[src/bmtf_pkg.sv]
package bmtf_pkg;

  // field widths
  localparam int BTN_W  = 12;
  localparam int BYTE_W = 8;
  localparam int IDX_W  = 4;
  localparam int CFG_IDX_W = 2;

  // register indexes
  localparam logic [CFG_IDX_W-1:0] CFG_START = 2'd0;
  localparam logic [CFG_IDX_W-1:0] CFG_END   = 2'd1;
  localparam logic [CFG_IDX_W-1:0] CFG_SEP   = 2'd2;

  // register reset values
  localparam logic [BYTE_W-1:0] START_RST = 8'd18;
  localparam logic [BYTE_W-1:0] END_RST   = 8'd19;
  localparam logic [BYTE_W-1:0] SEP_RST   = 8'd44;

  // frame code registers as seen by the sequencer
  typedef struct packed {
    logic [BYTE_W-1:0] start_code;
    logic [BYTE_W-1:0] end_code;
    logic [BYTE_W-1:0] separator_code;
  } cfg_t;

  // queue status toward front and back
  typedef struct packed {
    logic full;
    logic empty;
  } q_status_t;

  typedef enum logic [1:0] {
    SEQ_IDLE,
    SEQ_LETTER,
    SEQ_SEP,
    SEQ_END
  } seq_state_t;

  // letter for mask bit k, table VBNM34567890 read from the end
  function automatic logic [BYTE_W-1:0] letter_of(input logic [IDX_W-1:0] k);
    logic [BYTE_W-1:0] c;
    case (k)
      4'd0:    c = 8'h30; // '0'
      4'd1:    c = 8'h39; // '9'
      4'd2:    c = 8'h38; // '8'
      4'd3:    c = 8'h37; // '7'
      4'd4:    c = 8'h36; // '6'
      4'd5:    c = 8'h35; // '5'
      4'd6:    c = 8'h34; // '4'
      4'd7:    c = 8'h33; // '3'
      4'd8:    c = 8'h4D; // 'M'
      4'd9:    c = 8'h4E; // 'N'
      4'd10:   c = 8'h42; // 'B'
      4'd11:   c = 8'h56; // 'V'
      default: c = 8'h00;
    endcase
    return c;
  endfunction

endpackage

[src/bmtf_front.sv]
module bmtf_front
  import bmtf_pkg::*;
#(
  parameter logic [BTN_W-1:0] USED_MASK = 12'hFFF
) (
  input  logic             in_valid,
  output logic             in_stall,
  input  logic [BTN_W-1:0] button_mask,
  input  q_status_t        q_stat,
  output logic             q_push,
  output logic [BTN_W-1:0] q_wdata
);

  logic             accept;
  logic [BTN_W-1:0] masked;

  // drop unused buttons, empty masks make no frame and are not queued
  assign masked   = button_mask & USED_MASK;
  assign in_stall = q_stat.full;
  assign accept   = in_valid && !q_stat.full;
  assign q_push   = accept && (masked != '0);
  assign q_wdata  = masked;

endmodule

[src/bmtf_queue.sv]
module bmtf_queue
  import bmtf_pkg::*;
(
  input  logic             clk,
  input  logic             rst,
  input  logic             push,
  input  logic [BTN_W-1:0] wdata,
  input  logic             pop,
  output logic [BTN_W-1:0] rdata,
  output q_status_t        stat
);

  logic [BTN_W-1:0] mem [2];
  logic             wr_ptr;
  logic             rd_ptr;
  logic [1:0]       count;

  // storage
  always_ff @(posedge clk) begin
    if (push) begin
      mem[wr_ptr] <= wdata;
    end
  end

  // pointers and fill count
  always_ff @(posedge clk) begin
    if (rst) begin
      wr_ptr <= 1'b0;
      rd_ptr <= 1'b0;
      count  <= 2'd0;
    end else begin
      if (push) begin
        wr_ptr <= ~wr_ptr;
      end
      if (pop) begin
        rd_ptr <= ~rd_ptr;
      end
      if (push && !pop) begin
        count <= count + 2'd1;
      end else if (pop && !push) begin
        count <= count - 2'd1;
      end
    end
  end

  assign rdata      = mem[rd_ptr];
  assign stat.full  = (count == 2'd2);
  assign stat.empty = (count == 2'd0);

endmodule

[src/bmtf_back.sv]
module bmtf_back
  import bmtf_pkg::*;
(
  input  logic              clk,
  input  logic              rst,
  input  cfg_t              cfg,
  input  q_status_t         q_stat,
  input  logic [BTN_W-1:0]  q_rdata,
  output logic              q_pop,
  output logic              out_valid,
  input  logic              out_stall,
  output logic [BYTE_W-1:0] out_byte,
  output logic              frame_end
);

  seq_state_t        state, state_next;
  logic [BTN_W-1:0]  rest, rest_next;
  logic              out_valid_next;
  logic [BYTE_W-1:0] out_byte_next;
  logic              frame_end_next;
  logic              out_load;
  logic [BTN_W-1:0]  low_bit;
  logic [BTN_W-1:0]  rest_clr;
  logic [IDX_W-1:0]  low_idx;

  // lowest pressed button still to send
  always_comb begin
    low_idx = '0;
    for (int i = BTN_W - 1; i >= 0; i--) begin
      if (rest[i]) begin
        low_idx = IDX_W'(i);
      end
    end
  end

  assign low_bit  = rest & (~rest + 12'd1);
  assign rest_clr = rest & ~low_bit;
  assign out_load = !out_valid || !out_stall;

  // state register and output word register
  always_ff @(posedge clk) begin
    if (rst) begin
      state     <= SEQ_IDLE;
      out_valid <= 1'b0;
    end else begin
      state     <= state_next;
      out_valid <= out_valid_next;
    end
  end

  always_ff @(posedge clk) begin
    rest      <= rest_next;
    out_byte  <= out_byte_next;
    frame_end <= frame_end_next;
  end

  // one frame word per free output slot
  always_comb begin
    state_next     = state;
    rest_next      = rest;
    q_pop          = 1'b0;
    out_valid_next = out_load ? 1'b0 : out_valid;
    out_byte_next  = out_byte;
    frame_end_next = frame_end;
    if (out_load) begin
      case (state)
        SEQ_IDLE: begin
          if (!q_stat.empty) begin
            q_pop          = 1'b1;
            rest_next      = q_rdata;
            out_valid_next = 1'b1;
            out_byte_next  = cfg.start_code;
            frame_end_next = 1'b0;
            state_next     = SEQ_LETTER;
          end
        end
        SEQ_LETTER: begin
          rest_next      = rest_clr;
          out_valid_next = 1'b1;
          out_byte_next  = letter_of(low_idx);
          frame_end_next = 1'b0;
          state_next     = (rest_clr != '0) ? SEQ_SEP : SEQ_END;
        end
        SEQ_SEP: begin
          out_valid_next = 1'b1;
          out_byte_next  = cfg.separator_code;
          frame_end_next = 1'b0;
          state_next     = SEQ_LETTER;
        end
        SEQ_END: begin
          out_valid_next = 1'b1;
          out_byte_next  = cfg.end_code;
          frame_end_next = 1'b1;
          state_next     = SEQ_IDLE;
        end
        default: begin
          state_next = SEQ_IDLE;
        end
      endcase
    end
  end

endmodule

[src/button_mask_to_text_frame_unit.sv]
// Turns each button mask into a text frame: start code, one letter per pressed
// button (lowest bit first, with the separator code between letters), end code,
// the end code flagged by frame_end. A mask with no used button set is accepted
// and gives no frame. A mask with p buttons set gives 2p+1 words, 3 to 25,
// which the output sequencer sends one word per cycle while out_stall is low;
// that sequencer sets the sustained rate. Up to two masks wait in a queue ahead
// of it, and input is stalled only while it is full.
module button_mask_to_text_frame_unit
  import bmtf_pkg::*;
#(
  parameter int BUTTON_COUNT = 12
) (
  input  logic                 clk,
  input  logic                 rst,
  input  logic                 cfg_we,
  input  logic [CFG_IDX_W-1:0] cfg_index,
  input  logic [BYTE_W-1:0]    cfg_data,
  input  logic                 in_valid,
  output logic                 in_stall,
  input  logic [BTN_W-1:0]     button_mask,
  output logic                 out_valid,
  input  logic                 out_stall,
  output logic [BYTE_W-1:0]    out_byte,
  output logic                 frame_end
);

  localparam int UsedRaw = (BUTTON_COUNT > BTN_W) ? BTN_W : BUTTON_COUNT;
  localparam int Used    = (UsedRaw < 1) ? 1 : UsedRaw;
  localparam logic [BTN_W-1:0] UsedMask = BTN_W'((33'd1 << Used) - 33'd1);

  cfg_t             cfg;
  q_status_t        q_stat;
  logic             q_push;
  logic             q_pop;
  logic [BTN_W-1:0] q_wdata;
  logic [BTN_W-1:0] q_rdata;

  // frame code registers
  always_ff @(posedge clk) begin
    if (rst) begin
      cfg.start_code     <= START_RST;
      cfg.end_code       <= END_RST;
      cfg.separator_code <= SEP_RST;
    end else if (cfg_we) begin
      case (cfg_index)
        CFG_START: cfg.start_code     <= cfg_data;
        CFG_END:   cfg.end_code       <= cfg_data;
        CFG_SEP:   cfg.separator_code <= cfg_data;
        default: ;
      endcase
    end
  end

  bmtf_front #(
    .USED_MASK (UsedMask)
  ) u_front (
    .in_valid    (in_valid),
    .in_stall    (in_stall),
    .button_mask (button_mask),
    .q_stat      (q_stat),
    .q_push      (q_push),
    .q_wdata     (q_wdata)
  );

  bmtf_queue u_queue (
    .clk   (clk),
    .rst   (rst),
    .push  (q_push),
    .wdata (q_wdata),
    .pop   (q_pop),
    .rdata (q_rdata),
    .stat  (q_stat)
  );

  bmtf_back u_back (
    .clk       (clk),
    .rst       (rst),
    .cfg       (cfg),
    .q_stat    (q_stat),
    .q_rdata   (q_rdata),
    .q_pop     (q_pop),
    .out_valid (out_valid),
    .out_stall (out_stall),
    .out_byte  (out_byte),
    .frame_end (frame_end)
  );

`ifndef SYNTHESIS
  // no push into a full queue
  a_no_overflow: assert property (@(posedge clk) disable iff (rst)
    q_push |-> !q_stat.full)
    else $error("mask queue overflow");

  // no pop from an empty queue
  a_no_underflow: assert property (@(posedge clk) disable iff (rst)
    q_pop |-> !q_stat.empty)
    else $error("mask queue underflow");

  // a mask with a used button set is queued for the sequencer
  a_mask_queued: assert property (@(posedge clk) disable iff (rst)
    (in_valid && !in_stall && ((button_mask & UsedMask) != '0)) |=> !q_stat.empty)
    else $error("accepted mask lost");
`endif

endmodule
[config.mk]
export PLATFORM = sky130hd
export DESIGN_NAME = button_mask_to_text_frame_unit
export DESIGN_NICKNAME = d
export VERILOG_FILES = /design/src/bmtf_pkg.sv /design/src/bmtf_front.sv /design/src/bmtf_queue.sv /design/src/bmtf_back.sv /design/src/button_mask_to_text_frame_unit.sv
export SDC_FILE = /design/constraint.sdc
export NUM_CORES = 1
export LEC_CHECK = 0
export BUFFER_PORTS_ARGS = -buffer_cell sky130_fd_sc_hd__buf_2
export CAP_MARGIN = 15
export CORE_AREA = 2 2 100 102
export CTS_CLUSTER_SIZE = 24
export DETAILED_ROUTE_END_ITERATION = 16
export DIE_AREA = 0 0 102 104
export MAX_ROUTING_LAYER = met4
export PLACE_DENSITY = 0.66
export RECOVER_POWER = 100
export SLEW_MARGIN = 20
export SYNTH_ARGS = -nofsm -noshare
export SYNTH_HDL_FRONTEND = slang
export SYNTH_HIERARCHICAL = 1
export SYNTH_SLANG_ARGS = --single-unit
[constraint.sdc]
create_clock -name clk -period 6.6 [get_ports clk]
set_input_delay 0.66 -clock clk [delete_from_list [all_inputs] [get_ports clk]]
set_output_delay 0.66 -clock clk [all_outputs]
set_load 0.02 [all_outputs]
---- Word-level counts from Yosys, hierarchy flattened ----
Memories as Yosys holds them, arrays and structs flattened. A register that Yosys moved wholly into a read port is not among the register bits.
Index checks and enable logic that the tools add are counted.
word-level totals
  RAM bits ................................ 24
  ROM bits ................................ 112
  logic and storage cells ................. 87
  output and inout bits ................... 11
  input port bits ......................... 27
  bits in registers ....................... 52
  memories kept ........................... 2
cells by class
  $add $sub $neg .......................... 3
  mux-type cells .......................... 34
  reduce and logical (&&, ||, !) cells .... 24
  equal/unequal tests ..................... 7
  bitwise gates (word level) .............. 6
memories
  name              depth  width  rd ports  clocked after Yosys merged registers in  write ports  RTL line          RTL
  (name not given)  16     7      1         0                                        0            bmtf_pkg.sv:42    case (k)
  u_queue.mem       2      12     1         1                                        1            bmtf_queue.sv:13  logic [BTN_W-1:0] mem [2];
operators with widths
  cell                     number
  $mux W4                  12
  $pmux W8 S4              1
  $and A12 B12 Y12         2
  $not A12 Y12             2
  $pmux W12 S2             1
  $reduce_bool A12 Y1      2
  $add A12 B1 Y12 const B  1
  $mux W1                  12
  $mux W12                 1
  $eq A2 B2 Y1 const B     4
  $mux W8                  1
  $pmux W2 S4              1
  $reduce_and A2 Y1        4
  $logic_not A2 Y1         3
  $mux W2                  3
  $logic_not A1 Y1         5
  $eq A2 B1 Y1 const B     2
  $logic_and A1 B1 Y1      4
  $reduce_bool A2 Y1       2
  $pmux W1 S3              1
  $reduce_and A3 Y1        1
  $reduce_or A3 Y1         1
  $add A2 B1 Y2 const B    1
  $ne A2 B2 Y1 const B     1
  5 further kinds          6

---- Depth between registers and ports, before layout ----
An unclocked memory read counts as a cell.
  depth in word-level cells ............... 14
  depth in mapped cells ................... 9
  gate-level depth less buffers ........... 9

---- Hierarchy ----
The synthesis kept the hierarchy.
by module, submodules not included
  module                          instances  cells each  area an instance (µm²)  seq. area each (µm²)
  bmtf_back                       1          159         1527.7                  690.7
  bmtf_queue                      1          59          1068.5                  820.8
  button_mask_to_text_frame_unit  1          98          1004.7                  480.5
  bmtf_front                      1          18          128.9                   0.0

---- Least setup slack after synthesis ----
Ideal clock, no wire load.
  kind .................................... flip-flop to flip-flop
  start point ............................. register u_back.rest[8]
  end point ............................... register u_back.out_byte[4], data pin
  clock period less this slack ............ 2.480 ns
  path slack .............................. 4.120 ns
  cell stages (with the launch flop) ...... 9
  arrival time ............................ 2.208 ns
  data required time ...................... 6.328 ns
  setup time .............................. 0.272 ns
  buffers on the path ..................... 1
  cells stage by stage .................... edfxtp_1 clkbuf_1 o21bai_1 a21oi_1 o41ai_1 inv_1 ha_1 nand2b_1 mux4_2
between the ends
  cells in the longest elaborated chain, start to end .. 11
ends and longest elaborated chain
  item                      RTL line         RTL
  start: declaration        bmtf_back.sv:17  logic [BTN_W-1:0] rest, rest_next;
  start signal: assignment  bmtf_back.sv:52  rest <= rest_next;
  $mux W4 (9 in a row)      bmtf_back.sv:30  if (rest[i]) begin
  $mem_v2 Z16 W7            n/a
  $pmux W8 S4               bmtf_back.sv:66  case (state)
  end signal: assignment    bmtf_back.sv:53  out_byte <= out_byte_next;
  end: declaration          bmtf_back.sv:12  output logic [BYTE_W-1:0] out_byte,
Every way passes these cells.
A chain may end at the register's enable or synchronous reset.

---- Worst setup path in the final report ----
  start point ............................. register u_back.state[0]
  end point ............................... register u_back.rest[5] (enable)
between the ends
  cells in the longest elaborated chain, start to end .. 3
  elaborated cells on any way between the ends .. 5
  those cells by class .................... eq/ne: 2; reduce/logical: 3
ends and longest elaborated chain
  item                                                          RTL line         RTL
  start: declaration                                            bmtf_back.sv:16  seq_state_t state, state_next;
  start signal: assignment                                      bmtf_back.sv:46  state <= state_next;
  $logic_not A2 Y1 or $eq A2 B1 Y1 (tied branches)              bmtf_back.sv:66
  $ne A2 B2 Y1 (no line) or $reduce_bool A2 Y1 (tied branches)  n/a
  $reduce_and A3 Y1 (no line) *                                 n/a
Every way passes the cells marked *; elsewhere a longest branch is shown, timed or not.

==> qor.yml <==
status: "complete, but fails checks"
violations: "max-capacitance violations, max-slew violations"
num_rows: 36
synth_flop_cell: "edfxtp_1"
core_area_um2: 9550
ios: 38
syn2layout_area_growth_pct: 9.73
grt_max_degree: 48
worst-path-buf-inv: 1
dp.final_hpwl_um: 4940
track_usage_pct: 15.0
cp.arrival_ps: 2840
critPathSlowestCell: "and2_0"
rsz0062_at_grt: "false"
cp_max_fo: 17
vdd_drop_max_mv: 0.208
htreeDepth: 3
avgSynthCellArea_um2: 11.2
max_slew_margin_pct: -9.37
drive_gt1_share_pct: 13.2
drv_slew: 48
setup_viol: 0
max_stage_delay_ps: 760
use_met3_pct: 3.56
routedWlPerCell_um: 14.5
fin_setup_tns_ps: 0
tritoncts: "built"
cts_setup_buffers: 0
place_congestion: 0.840
fin_crit_ps: 2850
final_common_cell: "edfxtp_1"
fmax_ghz: 0.351
cp_data_required_time_ps: 6590
synth_nets: 367
drtAntennaViolNets: 0
final_util_pct: 42.9
die_w_um: 102
diodes: 0
hold_buffers: 0
yosys_warnings: 6
hold_viol_final: 0
hp-class: "reg2reg"
use_met1_pct: 19.2
syn-cell-area_um2: 3730
clkLatencyLatePin_ps: 360
synth-edff-count: 45
syn_inst: 334
worstSetupPathType: "reg2reg"
portBuffers: 37
synth_cell_types: 53
design_area_um2: 4090
drtPass1Iterations: 4
cts_buffers: 9
cellPowerDensity_nw_per_um2: 428
grt_pass1_wl_um: 12100
worstMarginPinSlew_ps: 1640
critPathLaunchType: "flop"
fin_skew_ps: 7.13
dieArea_um2: 10600
antenna_found_initial: 0
cts_sinks: 77
final_cell_mix: "45 x edfxtp_1, 32 x dfxtp_1, 31 x nor2_1"
wl_um: 7110
drcViolationCount: 0
grt.busiest_layer: "met2"
crit_chain: "nor2_1, a21boi_0, clkbuf_1, and2_0"
synth-seq-cells: 77
clk_pin_slew_ps: 70
ctsResizeCount: 0
fin_crit_sh_pct: 43.2
clk_path_buf_depth: 2
dpl_cell_area_um2: 3900
vias: 2481
vias_per_cell: 5.06
fp.dieH_um: 104
gr-total-overflow: 0
grtUsageMet2_pct: 22.6
cts-root-buf: "clkbuf_8"
leakagePower_nw: 1.50
ys_async_sr_fraction_pct: 0
cap_violations: 1
fin_nets: 385
drtIter0Drc: 207
grt_pass1_vias: 2473
seq_area_frac_synth_pct: 53.4
initial_core_util_pct: 39.1
cp_top_family: "simple AND/OR/NAND/NOR gates"
whs_ps: 480
cp-end-kind: "flop"
[cells by family (layout without fill, tap and decap cells)]
kind of cell	count (synthesis)	count (layout)	synth area share, %
XOR/XNOR	4	4	0.939
flip-flops	77	77	53.4
buffers and inverters	41	64	5.97
multiplexers	41	41	12.5
adder cells (fa/ha/maj)	7	7	2.28
AND/OR/NAND/NOR	111	111	15.6
AO/OA/AOI/OAI	53	53	9.29
[synth_stat cells (4+ instances only)]
cell	n	area share [%]
nand2_1	26	2.6
buf_2	4	0.54
clkbuf_1	11	1.1
nor2b_1	4	0.67
dfxtp_1	32	17
nor2_1	31	3.1
a31oi_1	5	0.84
nand2b_1	25	4.2
edfxtp_1	45	36
buf_4	13	2.6
o21ai_0	15	2.0
nor4_1	5	0.84
inv_1	10	1.0
a21oi_1	10	1.3
mux2_2	12	3.6
ha_1	6	2.0
mux2i_1	26	7.0
[final cells by class]
cell class,instances,area [um2]
Clock buffer,10,128
Clock inverter,6,110
Fill cell,942,5460
Inverter,10,37.5
Multi-Input combinational cell,216,1500
Sequential cell,77,1990
Tap cell,133,166
Timing Repair Buffer,38,159
[flip-flops by register name (all words and copies together) (netlist names), named ones only]
signal / cells
u_queue/wr_ptr: 1
u_back/out_byte: 8
u_back/rest: 12
u_back/state: 2
u_queue/count: 2
cfg: 24
u_back/frame_end: 1
u_queue/rd_ptr: 1
u_queue/mem: 24
[path summary, 6_finish.rpt]
path                    endpoint            start  cells after the start  slack, ps
hold / removal           cfg[16]          cfg[16]                      2        480
setup reg to reg  u_back/rest[5]  u_back/state[0]                      4       3750
setup / recovery  u_back/rest[5]  u_back/state[0]                      4       3750
hold reg to reg          cfg[16]          cfg[16]                      2        480
[power by group]
group | internal, W | switching [W] | leakage, nW
Sequential | 0.000679 | 0.000121 | 0.689
Combinational | 0.000209 | 0.000319 | 0.689
Clock | 0.000252 | 0.000174 | 0.121
Total | 0.00114 | 0.000613 | 1.50
[through the flow]
| step | total power, W | worst slack [ps] | cells |
|---|---|---|---|
| finish | 0.00175 | 3750 | 490 |
| detailed placement | 0.00136 | 3900 | 474 |
| floorplan | 0.00121 | 4120 | 334 |
| global placement | 0.00135 | 3960 | 474 |
| global route | 0.00187 | 3550 | 490 |
| CTS | 0.00178 | 3860 | 490 |
[metal layers]
| layer | up-vias | part of all wire [%] |
|---|---|---|
| met1 | 1191 | 47 |
| met2 | 50 | 47 |
| met4 | 0 | 2.2 |
| met3 | 13 | 4.2 |
| li1 | 1227 | - |
| met5 | - | 0 |
[tightest hold or removal path, delay by kind of cell (launching register included)]
kind | cells | cell delay, ps
DFF | 1 | 310
muxes | 1 | 60
and+or+nand+nor | 1 | 60
(Power assumes the default switching activity.)
